### config.mk
export PLATFORM = sky130hd
export DESIGN_NAME = lcsf_scale
export DESIGN_NICKNAME = d
export VERILOG_FILES = /design/src/lcsf_pkg.sv /design/src/lcsf_scale.sv
export SDC_FILE = /design/constraint.sdc
export NUM_CORES = 2
export LEC_CHECK = 0
export BUFFER_PORTS_ARGS = -buffer_cell sky130_fd_sc_hd__buf_2
export CAP_MARGIN = 15
export CORE_MARGIN = 4
export CORE_UTILIZATION = 50
export CTS_CLUSTER_DIAMETER = 200
export DETAILED_ROUTE_END_ITERATION = 12
export HOLD_SLACK_MARGIN = 0.02
export PLACE_DENSITY = 0.75
export SYNTH_ARGS = -nofsm -noshare
export SYNTH_HDL_FRONTEND = slang
export SYNTH_SLANG_ARGS = --single-unit
### constraint.sdc
create_clock -name clk -period 11.1 [get_ports clk]
set_clock_uncertainty 0.1 [all_clocks]
set_input_delay 0.555 -clock clk [delete_from_list [all_inputs] [get_ports clk]]
set_output_delay 0.555 -clock clk [all_outputs]
set_load 0.01 [all_outputs]
### src/lcsf_pkg.sv
// Shared types and constants for the load cell sample filter.
`default_nettype none

package lcsf_pkg;

  localparam int RAW_W      = 24;
  localparam int OFF_W      = 25;
  localparam int SCALE_W    = 32;
  localparam int DIFF_W     = 26;
  localparam int WEIGHT_W   = 42;
  localparam int CFG_IDX_W  = 2;
  localparam int CFG_DATA_W = 32;

  localparam logic [CFG_IDX_W-1:0] REG_ZERO_OFFSET   = 2'd0;
  localparam logic [CFG_IDX_W-1:0] REG_LBS_PER_COUNT = 2'd1;

  localparam logic signed [OFF_W-1:0] GLITCH_POS = 25'sh07F_FFFF;
  localparam logic signed [OFF_W-1:0] GLITCH_NEG = 25'sh180_0000;
  localparam logic signed [OFF_W-1:0] MINUS_ONE  = 25'sh1FF_FFFF;
  localparam logic signed [OFF_W-1:0] MAG_MIN    = 25'sd100;
  localparam logic signed [OFF_W-1:0] MAG_MAX    = 25'sd8000000;

  localparam logic signed [RAW_W-1:0] CODE_MAX = 24'sh7F_FFFF;
  localparam logic signed [RAW_W-1:0] CODE_MIN = 24'sh80_0000;

  localparam logic [SCALE_W-1:0] SCALE_RESET = 32'd429497;

  typedef enum logic [1:0] {
    ST_OK     = 2'd0,
    ST_GLITCH = 2'd1,
    ST_RANGE  = 2'd2
  } status_t;

  typedef struct packed {
    status_t                  status;
    logic                     full;
    logic signed [RAW_W-1:0]  code;
  } item_t;

  typedef struct packed {
    status_t                  status;
    logic signed [RAW_W-1:0]  filt;
    logic signed [DIFF_W-1:0] diff;
  } res_t;

endpackage

`default_nettype wire

### src/lcsf_scale.sv
// Scale multiply and result register.
`default_nettype none

module lcsf_scale (
  input  logic                                 clk,
  input  logic                                 rst_n,
  input  logic                                 s3_valid,
  output logic                                 s3_ready,
  input  lcsf_pkg::res_t                       s3_res,
  input  logic [lcsf_pkg::SCALE_W-1:0]         lbs_per_count,
  output logic                                 out_valid,
  input  logic                                 out_stall,
  output logic                                 out_accepted,
  output logic [1:0]                           out_status,
  output logic signed [lcsf_pkg::RAW_W-1:0]    out_filtered_count,
  output logic signed [lcsf_pkg::WEIGHT_W-1:0] out_weight
);

  localparam int PROD_W = lcsf_pkg::DIFF_W + lcsf_pkg::SCALE_W + 1;

  logic                                 out_valid_r;
  logic                                 accepted_r;
  lcsf_pkg::status_t                    status_r;
  logic signed [lcsf_pkg::RAW_W-1:0]    filt_r;
  logic signed [lcsf_pkg::WEIGHT_W-1:0] weight_r;

  logic                                 load;
  logic                                 ok;
  logic signed [PROD_W-1:0]             prod;

  assign load     = !out_valid_r || !out_stall;
  assign s3_ready = load;
  assign ok       = (s3_res.status == lcsf_pkg::ST_OK);
  assign prod     = s3_res.diff * $signed({1'b0, lbs_per_count});

  always_ff @(posedge clk) begin
    if (!rst_n) begin
      out_valid_r <= 1'b0;
    end else if (load) begin
      out_valid_r <= s3_valid;
    end
  end

  always_ff @(posedge clk) begin
    if (load && s3_valid) begin
      accepted_r <= ok;
      status_r   <= s3_res.status;
      filt_r     <= ok ? s3_res.filt : '0;
      weight_r   <= ok ? prod[16 +: lcsf_pkg::WEIGHT_W] : '0;
    end
  end

  assign out_valid          = out_valid_r;
  assign out_accepted       = accepted_r;
  assign out_status         = status_r;
  assign out_filtered_count = filt_r;
  assign out_weight         = weight_r;

endmodule

`default_nettype wire

# == Yosys cells after proc, flatten, opt, wreduce, memory -nomap -nowiden ==
# Cells that the tools add are included.
# totals
out_inout_bits,71
reg_bits,70
word_cells,11
input_bits,88
# classes
n_mul,1
n_reduce_logical,5
# op_table
cell,count
multiplier 26 x 33 -> 58 bit,1
logical NOT 1 bit,2
logical NOT 2 bit,1
logical AND 1 bit,1
logical OR 1 bit,1

# == Logic depth before layout (Yosys ltp) ==
# logic_depth
word_depth,3
ltp_mapped,27
ltp_nobuf,25

# == Least setup slack after synthesis ==
# No wires, ideal clock.
# synth_timing
kind,in2reg
from,in lbs_per_count[28] in the netlist's numbering
to,reg weight_r (netlist bit out_weight[39]) (data pin)
t_arrival_ps,6586
path_buffers,2
path_stages,25
setup_time_ps,270
setup_slack_ps,4144
required_ps,10730
cell_sequence,clkbuf_1 nand2_1 fa_1 inv_1 fa_1 inv_1 fa_1 fa_1 inv_1 fa_1 fa_1 inv_1 fa_1 inv_1 ha_1 buf_2 nand4_1 nor3_1 nand2_1 a211o_1 a31oi_4 o2111ai_4 a211oi_2 o21a_1 nor3_2
# synth_between
elab_chain_cells,1
# synth_rtl
element,line_no,rtl
"start, declared",lcsf_scale.sv:10,"input logic [lcsf_pkg::SCALE_W-1:0] lbs_per_count,"
multiplier 26 x 33 -> 58 bit,lcsf_scale.sv:34,"assign prod = s3_res.diff * $signed({1'b0, lbs_per_count});"
"end signal, assigned",lcsf_scale.sv:49,weight_r <= ok ? prod[16 +: lcsf_pkg::WEIGHT_W] : '0;
"end, declared",lcsf_scale.sv:25,logic signed [lcsf_pkg::WEIGHT_W-1:0] weight_r;
# Every way passes these cells.
# A chain may end at the register's enable or synchronous reset.

# == Final worst setup path ==
# layout_timing
from,in s3_res[2] in the netlist's numbering
to,reg weight_r (netlist bit out_weight[35]) (data pin)
# layout_between
elab_chain_cells,1
# layout_rtl
element,line_no,rtl
"start, declared",lcsf_scale.sv:9,"input lcsf_pkg::res_t s3_res,"
multiplier 26 x 33 -> 58 bit,lcsf_scale.sv:34,
# Every way passes these cells.

==> metrics.yaml <==
status:
  status: "finished, final reports clean"
worst_setup_path:
  crit_arrival_ns: 7.98
  crit_type: "input pin to flop"
  cp-start-kind: "input pin"
  cp_slowest_cell: "buf_2"
  cp-end-kind: "flop"
  cp_max_fo: 32
  slowest_delay_ns: 0.57
  reg2regPathDepth: 3
  crit_family: "adder cells"
  required_ns: 11.08
  timing.critical_path.from: "s3_res[2]"
  worst-path-buf-inv: 6
  reg2reg_slack_ns: 9.39
  regToRegEndpoint: "out_filtered_count[4]"
  r2r_start: "out_valid"
  crit_top_cell: "fa_1"
  crit_chain: "buf_2, nand2_1, fa_1, inv_1, fa_1, inv_1, fa_1, fa_1, inv_1, fa_1, fa_1, inv_1, fa_1, inv_1, ha_1, nand4_1, nor3_1, nand2_1, a211o_1, a31oi_4, o2111ai_4, a21oi_1, o21ai_0, nor3b_2"
place:
  io_buffer_count: 158
  place_congestion: 0.9332
  dp_hpwl_mm: 61.41
  dp.cells: 3971
timing:
  worst_slew_pin_slew_ns: 0.9455
  min_period_ns: 7.997
  fin_crit_sh: 0.7205
  rsz0062_at_grt: "no"
  setup_viol: 0
  fmax_mhz: 125.0
  hold_violations: 0
  maxSlewHeadroom: 0.3697
  slew_viol_final: 0
  final.setup.tns_ns: 0
logic_synthesis:
  yosysWarnings: 0
  syn-num-nets: 4239
  synth_seq_cells: 70
  syn_inst: 3212
  synth_fa_ha_area_frac: 0.5810
  synth_top_family_by_area: "adder cells"
  async_reset_ff_frac: 0
  postSynthAreaPerCell_sq_um: 9.180
  ys_seq_area_frac: 0.07095
  synth-edff-count: 69
  synthXorXnorAreaFrac: 0.01158
  synth-compound-area-share: 0.04078
  synthMuxAreaShare: 0.0003395
  yosys.area_share.simple: 0.1721
  syn_area_sq_um: 29490
  synth_cell_types: 62
  ys.flop_type: "edfxtp_1"
finish:
  post_route_cells_drive_above_1_share: 0.06145
  regArea_sq_um: 2092
  fin_cells: 3989
  area_growth_pct: 4.790
  n_fill_cell: 5232
  multi_input_area_sq_um: 23760
  nets: 4244
detailed_routing:
  routed_via_density: 5.416
  first_iter_violations: 1548
  num_vias: 21610
  routedWlPerCell_um: 19.75
  drtPass1Iterations: 5
  drt_wl_total_mm: 78.77
  drc_errors: 0
  ant_nets: 0
clock_network:
  path_clk_slew_ns: 0.06
  cts_buffer_depth: 2
  htree_num_levels: 3
  clock-sinks: 70
  cts_resized: 0
  post_cts_buffers: 0
  ctsHoldBuffers: 0
  cts_tree: "yes"
  clock_latency_ns: 0.33
  numCtsBuffers: 9
  root_buffer: "clkbuf_16"
job:
  max-cap-violations: 0
hold_path:
  hold_path.class: "input pin to flop"
  holdPathEnd: "out_status[1]"
  min_path_cells: 1
  worstHoldStart: "s3_res[51]"
die:
  die_y_um: 250.8
  io_pins: 159
  core_region_area_sq_um: 58030
  dieArea_sq_um: 62920
  die_w_um: 250.8
  start_util: 0.5082
  fp-row-count: 88
global_route:
  grt_first_pass_wirelength_mm: 129.3
  grt_start_max_net_pins: 70
  gr-total-overflow: 0
  grt_usage: 0.2612
  antenna_found_initial: 1
  grt_pass1_vias: 24250
## per-layer routing
metal / up-vias / global-route usage / share of wire
met2: 883 / 0.4495 / 0.49
met3: 198 / 0.03652 / 0.071
met4: 0 / 0.1160 / 0.053
met5: - / 0 / 0
li1: 9320 / - / -
met1: 11200 / 0.3310 / 0.38
## cell usage after synthesis (4+ instances only)
library cell    n  area, sq um
nor2_1         75        281.5
nand4_1        14        87.58
xor2_1         19        166.4
o21ai_1        10        50.05
o211ai_1        7        52.55
a31oi_1         4        25.02
clkbuf_1      155        581.8
and3_1          6        37.54
nor3_1         12        60.06
nand3_1        12        60.06
ha_1          222         2778
inv_1         794         2980
a21oi_1        63        315.3
o21ai_0        20        100.1
edfxtp_1       69         2072
a21o_1         33        247.7
nand2_1       456         1712
and2_1        405         2534
nand2b_1       15        93.84
and4_1          4        35.03
fa_1          717        14350
xnor2_1        20        175.2
buf_2          12        60.06
o21bai_1        9        67.56
## worst max path at each step
stage | to | slack, ns | cells after the start
final | out_weight[35] | 3.10 | 24
after CTS | out_weight[35] | 3.29 | 24
after floorplan | out_weight[39] | 4.14 | 25
after global placement | out_weight[35] | 2.99 | 24
after global routing | out_weight[35] | 2.87 | 24
after detailed placement | out_weight[39] | 2.92 | 24
## cell type report
class,count,area share
Antenna cell,2,0.0001620
Clock buffer,10,0.007410
Clock inverter,6,0.001417
Inverter,795,0.09657
Multi-Input combinational cell,2178,0.7690
Sequential cell,70,0.06770
Tap cell,765,0.03098
Timing Repair Buffer,163,0.02681
## sequential cells by signal (all words and copies together) (netlist names)
register	count
out_status	2
out_filtered_count	24
out_weight	42
out_accepted	1
out_valid	1
## logic make-up after synthesis
| family | Yosys count |
|---|---|
| adder cells (fa/ha/maj) | 939 |
| buffers and inverters | 964 |
| AND/OR/NAND/NOR | 1019 |
| multiplexers | 1 |
| flip-flops | 70 |
| XOR/XNOR | 39 |
| AO/OA/AOI/OAI | 180 |
## metrics by stage
step | hold WS (ns) | cell area [sq um] | utilization | setup WS, ns
finish | 0.2970 | 30900 | 0.5325 | 3.103
global route | 0.2799 | 30890 | 0.5324 | 2.869
CTS | 0.2809 | 30890 | 0.5324 | 3.292
detailed placement | 0.4247 | 30620 | 0.5277 | 2.925
global placement | 0.4086 | 30620 | 0.5277 | 2.987
floorplan | 0.4464 | 29490 | - | 4.144
## cell usage in the layout, fill, tap and decap left out, types with 3 or more instances in the layout
master,count
o211ai_1,7
nor3_1,12
edfxtp_1,69
o21a_1,3
nand4_1,14
o21ai_1,10
xnor2_1,20
fa_1,717
and2_1,404
nor3b_1,3
inv_1,794
and4_1,4
inv_6,3
nor2b_1,3
a211o_1,3
nor2_1,75
and3_1,6
o31ai_1,3
ha_1,222
buf_4,5
a21o_1,33
nand3b_1,3
buf_2,158
a31oi_1,4
xor2_1,19
a21oi_1,63
o21bai_1,9
nand3_1,12
nand2_1,456
o21ai_0,20
clkbuf_16,9
nand2b_1,15
Power is not shown: default switching activity piles up to over one toggle a cycle in this logic, so the estimate is an artifact.
