**src/lcsf_pkg.sv**
```systemverilog
// Shared types and constants for the load cell sample filter.
`default_nettype none

package lcsf_pkg;

  localparam int RAW_W      = 24;
  localparam int OFF_W      = 25;
  localparam int SCALE_W    = 32;
  localparam int DIFF_W     = 26;
  localparam int WEIGHT_W   = 42;
  localparam int CFG_IDX_W  = 2;
  localparam int CFG_DATA_W = 32;

  localparam logic [CFG_IDX_W-1:0] REG_ZERO_OFFSET   = 2'd0;
  localparam logic [CFG_IDX_W-1:0] REG_LBS_PER_COUNT = 2'd1;

  localparam logic signed [OFF_W-1:0] GLITCH_POS = 25'sh07F_FFFF;
  localparam logic signed [OFF_W-1:0] GLITCH_NEG = 25'sh180_0000;
  localparam logic signed [OFF_W-1:0] MINUS_ONE  = 25'sh1FF_FFFF;
  localparam logic signed [OFF_W-1:0] MAG_MIN    = 25'sd100;
  localparam logic signed [OFF_W-1:0] MAG_MAX    = 25'sd8000000;

  localparam logic signed [RAW_W-1:0] CODE_MAX = 24'sh7F_FFFF;
  localparam logic signed [RAW_W-1:0] CODE_MIN = 24'sh80_0000;

  localparam logic [SCALE_W-1:0] SCALE_RESET = 32'd429497;

  typedef enum logic [1:0] {
    ST_OK     = 2'd0,
    ST_GLITCH = 2'd1,
    ST_RANGE  = 2'd2
  } status_t;

  typedef struct packed {
    status_t                  status;
    logic                     full;
    logic signed [RAW_W-1:0]  code;
  } item_t;

  typedef struct packed {
    status_t                  status;
    logic signed [RAW_W-1:0]  filt;
    logic signed [DIFF_W-1:0] diff;
  } res_t;

endpackage

`default_nettype wire

```
**src/lcsf_window.sv**
```systemverilog
// Code checks, ring window with running sum, and first pipeline register.
`default_nettype none

module lcsf_window #(
  parameter int WINDOW_LEN = 10,
  parameter int SUM_W      = 29,
  parameter int SLOT_W     = 4
) (
  input  logic                                   clk,
  input  logic                                   rst_n,
  input  logic                                   in_valid,
  output logic                                   in_stall,
  input  logic [lcsf_pkg::RAW_W-1:0]             in_raw_code,
  input  logic                                   fill_en,
  input  logic signed [lcsf_pkg::RAW_W-1:0]      fill_val,
  output logic                                   s1_valid,
  input  logic                                   s1_ready,
  output lcsf_pkg::item_t                        s1_item,
  output logic signed [SUM_W-1:0]                s1_sum
);

  localparam logic [SLOT_W-1:0]       SLOT_LAST = SLOT_W'(WINDOW_LEN - 1);
  localparam logic signed [SUM_W-1:0] WIN_LEN_S = SUM_W'(WINDOW_LEN);

  logic signed [lcsf_pkg::RAW_W-1:0] win_r [WINDOW_LEN];
  logic [SLOT_W-1:0]                 slot_r;
  logic                              full_r;
  logic signed [SUM_W-1:0]           sum_r;
  logic                              s1_valid_r;
  lcsf_pkg::item_t                   item_r;
  logic signed [SUM_W-1:0]           s1_sum_r;

  logic signed [lcsf_pkg::OFF_W-1:0] code_ext;
  logic signed [lcsf_pkg::OFF_W-1:0] neg_code;
  logic signed [lcsf_pkg::OFF_W-1:0] mag;
  logic signed [lcsf_pkg::RAW_W-1:0] code24;
  logic signed [lcsf_pkg::RAW_W-1:0] old_val;
  lcsf_pkg::status_t                 status;
  logic                              load;
  logic                              take;
  logic                              keep;
  logic                              wrap;
  logic [SLOT_W-1:0]                 slot_nxt;
  logic signed [SUM_W-1:0]           sum_nxt;
  logic signed [SUM_W-1:0]           fill_sum;

  always_comb begin
    code_ext = $signed({in_raw_code[lcsf_pkg::RAW_W-1], in_raw_code});
    neg_code = -code_ext;
    mag      = neg_code[lcsf_pkg::OFF_W-1] ? -neg_code : neg_code;
    code24   = $signed(neg_code[lcsf_pkg::RAW_W-1:0]);
    priority if (neg_code == '0 || neg_code == lcsf_pkg::MINUS_ONE ||
                 neg_code == lcsf_pkg::GLITCH_POS || neg_code == lcsf_pkg::GLITCH_NEG) begin
      status = lcsf_pkg::ST_GLITCH;
    end else if (mag < lcsf_pkg::MAG_MIN || mag > lcsf_pkg::MAG_MAX) begin
      status = lcsf_pkg::ST_RANGE;
    end else begin
      status = lcsf_pkg::ST_OK;
    end
  end

  assign load     = !s1_valid_r || s1_ready;
  assign in_stall = !load;
  assign take     = in_valid && load;
  assign keep     = take && (status == lcsf_pkg::ST_OK);

  assign wrap     = (slot_r == SLOT_LAST);
  assign slot_nxt = wrap ? '0 : slot_r + SLOT_W'(1);
  assign old_val  = win_r[slot_r];
  assign sum_nxt  = sum_r - SUM_W'(old_val) + SUM_W'(code24);
  assign fill_sum = SUM_W'(fill_val) * WIN_LEN_S;

  always_ff @(posedge clk) begin
    if (!rst_n) begin
      for (int i = 0; i < WINDOW_LEN; i++) begin
        win_r[i] <= '0;
      end
      slot_r <= '0;
      full_r <= 1'b0;
      sum_r  <= '0;
    end else if (fill_en) begin
      for (int i = 0; i < WINDOW_LEN; i++) begin
        win_r[i] <= fill_val;
      end
      slot_r <= '0;
      full_r <= 1'b0;
      sum_r  <= fill_sum;
    end else if (keep) begin
      win_r[slot_r] <= code24;
      slot_r        <= slot_nxt;
      full_r        <= full_r | wrap;
      sum_r         <= sum_nxt;
    end
  end

  always_ff @(posedge clk) begin
    if (!rst_n) begin
      s1_valid_r <= 1'b0;
    end else if (load) begin
      s1_valid_r <= in_valid;
    end
  end

  always_ff @(posedge clk) begin
    if (take) begin
      item_r.status <= status;
      item_r.full   <= full_r | wrap;
      item_r.code   <= code24;
      s1_sum_r      <= sum_nxt;
    end
  end

  assign s1_valid = s1_valid_r;
  assign s1_item  = item_r;
  assign s1_sum   = s1_sum_r;

endmodule

`default_nettype wire

```
**config.mk**
```make
export PLATFORM = sky130hd
export DESIGN_NAME = lcsf_window
export DESIGN_NICKNAME = d
export VERILOG_FILES = /design/src/lcsf_pkg.sv /design/src/lcsf_window.sv
export SDC_FILE = /design/constraint.sdc
export NUM_CORES = 1
export LEC_CHECK = 0
export BUFFER_PORTS_ARGS = -buffer_cell sky130_fd_sc_hd__buf_2
export CORE_MARGIN = 3
export CORE_UTILIZATION = 50
export CTS_CLUSTER_SIZE = 24
export DETAILED_ROUTE_END_ITERATION = 12
export PLACE_DENSITY = 0.67
export SLEW_MARGIN = 30
export SYNTH_ARGS = -nofsm -noshare
export SYNTH_HDL_FRONTEND = slang
export SYNTH_SLANG_ARGS = --single-unit
```
**constraint.sdc**
```tcl
create_clock -name clk -period 15.5 [get_ports clk]
set_input_delay 3.1 -clock clk [delete_from_list [all_inputs] [get_ports clk]]
set_output_delay 3.1 -clock clk [all_outputs]
set_load 0.03 [all_outputs]
```
Word level (Yosys, flattened, before mapping)
Memories as Yosys holds them, arrays and structs flattened. A register that Yosys moved wholly into a read port is not among the register bits.
Cells that the tools add are included.
{"block": "op_classes", "add_sub_neg": 5, "n_mul": 1, "n_lt_le_gt_ge": 2, "n_eq_ne": 4, "n_mux": 29, "bitwise_logic": 12, "reduce_logical": 14}
{"operator": "$mux W24", "n": 11}
{"operator": "$mux W29", "n": 2}
{"operator": "$eq A25 B24 Y1 const B", "n": 2}
{"operator": "$add A29 B24 Y29", "n": 1}
{"operator": "$sub A29 B24 Y29", "n": 1}
{"operator": "$mul A24 B4 Y28 const B", "n": 1}
{"operator": "$eq A25 B1 Y1 const B", "n": 1}
{"operator": "$gt A25 B24 Y1 const B", "n": 1}
{"operator": "$logic_not A25 Y1", "n": 1}
{"operator": "$lt A25 B8 Y1 const B", "n": 1}
{"operator": "$mux W25", "n": 1}
{"operator": "$neg A24 Y25", "n": 1}
{"operator": "$neg A25 Y25", "n": 1}
{"operator": "$reduce_or A24 Y1", "n": 1}
{"operator": "$mux W4", "n": 4}
{"operator": "$or A1 B1 Y1", "n": 11}
{"operator": "$mux W1", "n": 9}
{"operator": "$logic_or A1 B1 Y1", "n": 5}
{"operator": "$add A4 B1 Y4 const B", "n": 1}
{"operator": "$eq A4 B4 Y1 const B", "n": 1}
{"operator": "$mux W2", "n": 2}
{"operator": "$logic_and A1 B1 Y1", "n": 2}
{"operator": "$logic_not A1 Y1", "n": 2}
{"operator": "$logic_not A2 Y1", "n": 1}
{"operator": "3 further kinds", "n": 3}
{"block": "totals", "register_bits": 91, "ram_bits": 240, "input_bits": 53, "output_inout_bits": 58, "elab_cells": 77, "mem_count": 1}
{"name": "win_r", "words": 10, "width": 24, "read_ports": 1, "rd_ports_with_merged_regs": 1, "write_ports": 10, "line": "lcsf_window.sv:25", "source": "logic signed [lcsf_pkg::RAW_W-1:0] win_r [WINDOW_LEN];"}

Depth between registers and ports, before layout
Gate-level depths: netlist of run 1.
{"block": "logic_depth", "depth_word": 15, "ltp_mapped": 22, "ltp_nobuf": 19}

Worst setup path after synthesis of run 1
OpenSTA, ideal clock, no wires.
{"block": "synth_timing", "path_type": "input to register", "from": "in in_raw_code[0] (netlist name)", "to": "mem win_r[10][0] (netlist name) (enable)", "setup_time_ps": 435, "arrival_ps": 8589, "t_required_ps": 15065, "setup_slack_ps": 6476, "path_stages": 19, "n_path_buf": 5, "path_cell_list": "clkbuf_1 inv_1 ha_1 or4b_1 buf_2 or4_4 xnor2_4 inv_2 a211oi_4 a41oi_1 xnor2_1 o221ai_1 and4b_1 buf_2 a21boi_2 nand3_1 buf_2 buf_2 nor3_1"}
{"element": "start: declaration", "line": "lcsf_window.sv:13", "source": "input logic [lcsf_pkg::RAW_W-1:0] in_raw_code,"}
{"element": "end: declaration", "line": "lcsf_window.sv:25"}

==> impl_metrics.yaml, run 1 <==
run_status:
  status: "completed"
route:
  dr.pass1.iters: 8
  ant_nets: 0
  viasPerCell: 6.546
  drt_iter0_drc: 2230
  totalWireLength_mm: 70.52
  wl_per_cell_um: 26.20
  drcViolationCount: 0
  via_count: 17620
grt:
  gr-total-overflow: 0
  grt_pass1_wl_mm: 107.1
  grt_max_degree: 80
  antenna_found_initial: 1
  grt_pass1_vias: 17250
  grt.total_usage: 0.2625
final_layout:
  n_antenna_cell: 0
  final_nets: 2137
  syn_to_final_growth_pct: 11.29
  final_layout_size_suffix_gt1_frac: 0.2209
  final_cell_area_sq_mm: 0.02859
  postLayoutCoreUtil: 0.5664
  num-fill-cells: 4063
  final_cells: 2691
setup_path:
  worst-setup-path-type: "in -> reg"
  path_max_fanout: 48
  crit_arrival_ns: 9.20
  critPathCaptureType: "register"
  cp-start-kind: "input port"
  critical_path_required_ns: 15.73
logic_synthesis:
  synth_flop_cell: "edfxtp_1"
  yosysTopAreaCell: "edfxtp_1"
  syn_area_sq_mm: 0.02569
  yosysWarningCount: 0
  postSynth.asyncResetShare: 0
  syn-num-nets: 2073
  ys_seq_elements: 479
  synth_cells: 1914
  syn_avg_cell_area_sq_um: 13.42
  ys_seq_area_frac: 0.5447
  synth_area_leaders: "edfxtp_1, mux4_2, o31ai_1, ha_1, dfxtp_1"
  ys_types: 84
  synth-edff-count: 440
  synth_top_area_share: 0.5143
clock_network:
  cts_max_level: 2
  cts-buffers-inserted: 50
  clockBufferDepth: 3
  path_clk_slew_ns: 0.06
  ctsResizeCount: 0
  cts_tree: "yes"
  clock_latency_ns: 0.60
  postCtsSetupRepairBufs: 0
  cts_root_buffer: "clkbuf_16"
  clock_sinks: 479
  hold_buffers: 0
timing:
  rsz0062_at_grt: "false"
  drv_slew: 0
  fin_ws_ns: 6.531
  period_share: 0.5786
  setup_viol: 0
  clock.fmax_mhz: 111.5
  finClkSkew_ns: 0.02404
  maxSlewHeadroom: 0.3439
  fin_crit_ns: 8.969
  tns_ns: 0
  whs_ns: 0.4651
  tightestPinTransition_ns: 0.9841
  hold_violations: 0
power:
  cellLeakagePower_nw: 10.33
  vdd_ir_drop_max_mv: 0.07997
  p_per_area_mw_per_mm2: 129.2
  finalPower_mw: 3.695
place:
  dp_slack_ns: 5.715
  place_inst: 2597
  gp_congestion: 0.8814
  portBuffers: 110
  hpwl_mm: 48.41
  placed_area_sq_mm: 0.02696
floorplanning:
  core_area_sq_mm: 0.05048
  die_h_um: 232.7
  die_area_sq_mm: 0.05414
  initial_utilization: 0.5089
  rows: 82
  die_w_um: 232.7
  io_pins: 111
job:
  drv_cap: 0
min_path:
  worstHoldPathType: "reg -> reg"
## state kept, by name, summed over array words and instances (netlist names), named ones only
| register | count |
|---|---|
| slot_r | 4 |
| full_r | 1 |
| sum_r | 29 |
| s1_item | 27 |
| s1_sum | 29 |
| win_r | 384 |
| s1_valid | 1 |
## area by class of cell
cell class | count | area (sq um) | area share
clock inverter | 30 | 270.3 | 0.009453
timing repair buffer | 163 | 960.9 | 0.03361
tap | 672 | 840.8 | 0.02941
clock buffer | 63 | 1331 | 0.04656
inverter | 126 | 473.0 | 0.01654
sequential | 479 | 14000 | 0.4898
multi-input combinational | 1158 | 10710 | 0.3746
## routing by layer
metal	global-route usage	routed length (um)
met3	0.05424	7092
met1	0.3791	28840
met4	0.07929	2024
met2	0.4036	32560
met5	0	0
## worst max-delay path, stage by stage
cell and delay [ns]:
buf_2 0.22, inv_1 0.31, ha_1 0.36, or4b_1 0.62, or4_4 0.52, xnor2_4 0.44, inv_2 0.19, a211oi_4 0.33
a41oi_1 0.23, xnor2_1 0.20, o221ai_1 0.14, and4b_1 0.43, a41o_1 0.21, buf_4 0.37, nand3_4 0.45, buf_12 0.35
nor3_2 0.20, buf_4 0.40
## cells in the final DEF, fill, tap and decap left out, types with 10 or more instances in the layout
master       n
edfxtp_1   440
o31ai_1    162
inv_1      122
mux4_2     120
buf_2      110
nand2_1     81
ha_1        77
xnor2_1     54
a21oi_1     54
o21ai_0     52
buf_4       52
clkbuf_16   51
nor2_1      46
o21ai_1     42
nand3_1     39
o31ai_2     37
dfxtp_1     36
fa_1        29
nor3_1      26
a21o_1      22
nand4_1     21
xor2_1      21
a31oi_1     20
nand2b_1    16
or4_1       14
o21bai_1    12
clkinv_1    12
or3_1       11
nor4_1      11
o211ai_1    11
clkbuf_1    11
o21a_1      10
clkinv_2    10
## synthesized netlist by cell type, drive strengths merged, types with 4 or more instances
master    n
a211oi   10
a21boi    7
a21o     24
a21oi    54
a311o     8
a31oi    20
a41oi     4
and2      6
and3      9
buf      55
clkbuf   96
dfxtp    39
edfxtp  440
fa       29
ha       77
inv     126
mux2i     7
mux4    120
nand2    81
nand2b   17
nand3    40
nand4    21
nor2     47
nor2b     9
nor3     33
nor4     14
o211ai   11
o21a     10
o21ai   102
o21bai   12
o311a     4
o311ai    9
o31ai   199
o41ai     4
or2      10
or3      12
or4      15
xnor2    58
xor2     24
## logic make-up (layout without fill, tap and decap cells)
| logic type | after synthesis | count (layout) | synth area share |
|---|---|---|---|
| compound gates | 517 | 517 | 0.1480 |
| flops | 479 | 479 | 0.5447 |
| simple gates | 326 | 326 | 0.06687 |
| buf+inv | 277 | 382 | 0.04310 |
| mux | 127 | 127 | 0.1079 |
| fa+ha+maj | 106 | 106 | 0.06010 |
| xor+xnor | 82 | 82 | 0.02927 |
## power breakdown
part	switching [mW]	internal [mW]	total (mW)	leakage [nW]
registers	0.0355	1.55	1.59	4.79
clock network	0.502	0.690	1.19	0.786
logic	0.596	0.320	0.915	4.76
total	1.13	2.56	3.69	10.3
## worst paths after layout
check / from / to / slack (ns) / depth (start not counted)
max: in_raw_code[0] / win_r[14][6] / 6.53 / 18
min: full_r / full_r / 0.47 / 2
max reg2reg: register / sum_r[26] / 8.82 / 16
min reg2reg: full_r / full_r / 0.47 / 2
No activity file was read; power rests on OpenSTA's default activity.
==> run 2: changes to the inputs <==
PLACE_DENSITY = 0.69   (was 0.67)
clock period = 8.2 ns   (was 15.5 ns; I/O delays follow)
==> impl_metrics.yaml, run 2 (synthesis gave the netlist of run 1 again) <==
run_status:
  status: "completed"
grt:
  grt_pass1_vias: 17790
  antenna_found_initial: 3
  grt_pass1_wl_mm: 110.0
  gr-total-overflow: 0
  grt.total_usage: 0.2685
  grt_max_degree: 55
clock_network:
  hold_buffers: 0
  cts_tree: "yes"
  cts-buffers-inserted: 50
  ctsResizeCount: 0
  clock_sinks: 479
  postCtsSetupRepairBufs: 0
  cts_root_buffer: "clkbuf_16"
  clock_latency_ns: 0.60
  path_clk_slew_ns: 0.06
  clockBufferDepth: 3
  cts_max_level: 2
setup_path:
  crit_arrival_ns: 7.06
  crit_slowest_cell: "o21ai_2"
  cp-start-kind: "input port"
  critPathCaptureType: "register"
  r2r_end: "sum_r[27]"
  critical_path_required_ns: 8.50
  rr_worst_depth: 17
  critPathMaxStageDelay_ns: 0.75
  path_max_fanout: 19
  worst-setup-path-type: "in -> reg"
  crit_chain: "buf_2 -> inv_1 -> ha_1 -> or4b_1 -> or4_4 -> xnor2_4 -> inv_2 -> a211oi_4 -> a41oi_1 -> xnor2_1 -> o221ai_1 -> and4b_1 -> a41o_1 -> nand2_1 -> o21ai_2 -> buf_4"
  r2r_slack_ns: 2.09
timing:
  fin_ws_ns: 1.438
  tightestPinTransition_ns: 0.9740
  hold_violations: 0
  tns_ns: 0
  whs_ns: 0.4968
  finClkSkew_ns: 0.02363
  drv_slew: 0
  maxSlewHeadroom: 0.3460
  period_share: 0.8246
  fin_crit_ns: 6.762
  clock.fmax_mhz: 147.9
  setup_viol: 0
  rsz0062_at_grt: "false"
final_layout:
  postLayoutCoreUtil: 0.5703
  final_layout_size_suffix_gt1_frac: 0.2302
  layout_commonest_cell: "edfxtp_1"
  regMostFlops: "win_r"
  most-common-layout-cells: "edfxtp_1, o31ai_1, inv_1, mux4_2, buf_2"
  final_cell_area_sq_mm: 0.02879
  final_nets: 2156
  largest_register_ffs: 384
  syn_to_final_growth_pct: 12.05
  n_antenna_cell: 0
route:
  dr.pass1.iters: 5
  via_count: 17820
  drt_iter0_drc: 1932
  ant_nets: 0
  totalWireLength_mm: 72.41
  drcViolationCount: 0
  viasPerCell: 6.578
  wl_per_cell_um: 26.73
min_path:
  hold_end: "full_r"
  min_from: "full_r"
  worstHoldPathType: "reg -> reg"
  worstHoldPathCells: 2
place:
  hpwl_mm: 51.09
  gp_congestion: 0.8983
  dp_slack_ns: 0.9120
  portBuffers: 110
  placed_area_sq_mm: 0.02715
floorplanning:
  rows: 82
  die_w_um: 232.7
  io_pins: 111
  die_area_sq_mm: 0.05414
  initial_utilization: 0.5089
  die_h_um: 232.7
  core_area_sq_mm: 0.05048
power:
  cellLeakagePower_nw: 10.44
  p_per_area_mw_per_mm2: 242.6
  vdd_ir_drop_max_mv: 0.1557
job:
  drv_cap: 0
## run 2: cell count changes in the layout (fill, tap and decap cells not counted), sizes merged
cell / previous run / this run
clkbuf: 63 / 59
clkinv: 23 / 18
buf: 163 / 182
inv: 127 / 131
clkinvlp: 1 / 4
bufinv: 5 / 6
## run 2: layout make-up
class                      instances  area [sq um]
tap                              672         840.8
inverter                         126         473.0
multi-input combinational       1158         10710
fill                            4018         21690
sequential                       479         14000
timing repair buffer             182          1129
clock inverter                    33         344.1
clock buffer                      59          1285
## run 2: worst max path at each step
stage | slack, ns | cells after the start | end | startpoint
global route | 1.09 | 16 | win_r[4][8] | in_raw_code[0]
CTS | 1.54 | 16 | win_r[2][18] | in_raw_code[0]
detailed placement | 0.91 | 16 | win_r[2][18] | in_raw_code[0]
floorplan | 0.64 | 19 | win_r[14][0] | in_raw_code[0]
finish | 1.44 | 16 | win_r[2][17] | in_raw_code[0]
global placement | 1.06 | 16 | win_r[2][19] | in_raw_code[0]
## run 2: power breakdown
| group | switching [mW] | leakage, nW | total (mW) | internal [mW] |
|---|---|---|---|---|
| clock network | 0.964 | 0.787 | 2.28 | 1.32 |
| logic | 1.09 | 4.86 | 1.69 | 0.609 |
| registers | 0.0745 | 4.79 | 3.01 | 2.94 |
| total | 2.12 | 10.4 | 6.98 | 4.86 |
## run 2: worst max-delay path: cells and delay by family
| family | cells | cell delay, ns |
|---|---|---|
| compound gates | 5 | 1.82 |
| simple gates | 4 | 1.97 |
| fa+ha+maj | 1 | 0.35 |
| xor+xnor | 2 | 0.34 |
| buf+inv | 4 | 0.92 |
## run 2: stage by stage
stage          instances  total power, mW
6_report            2709            6.984
5_1_grt             2709            7.264
4_1_cts             2709            6.996
3_5_place_dp        2617            4.730
3_3_place_gp        2617            4.695
2_1_floorplan       1914            4.228
## run 2: layer usage
metal / share of wire / up-vias / track usage / wire [um]
li1: - / 7706 / - / -
met1: 0.40 / 9048 / 0.3759 / 29230
met2: 0.47 / 949 / 0.4248 / 33980
met3: 0.10 / 114 / 0.05962 / 7512
met4: 0.023 / 2 / 0.07660 / 1688
met5: 0.000097 / - / 0 / 7
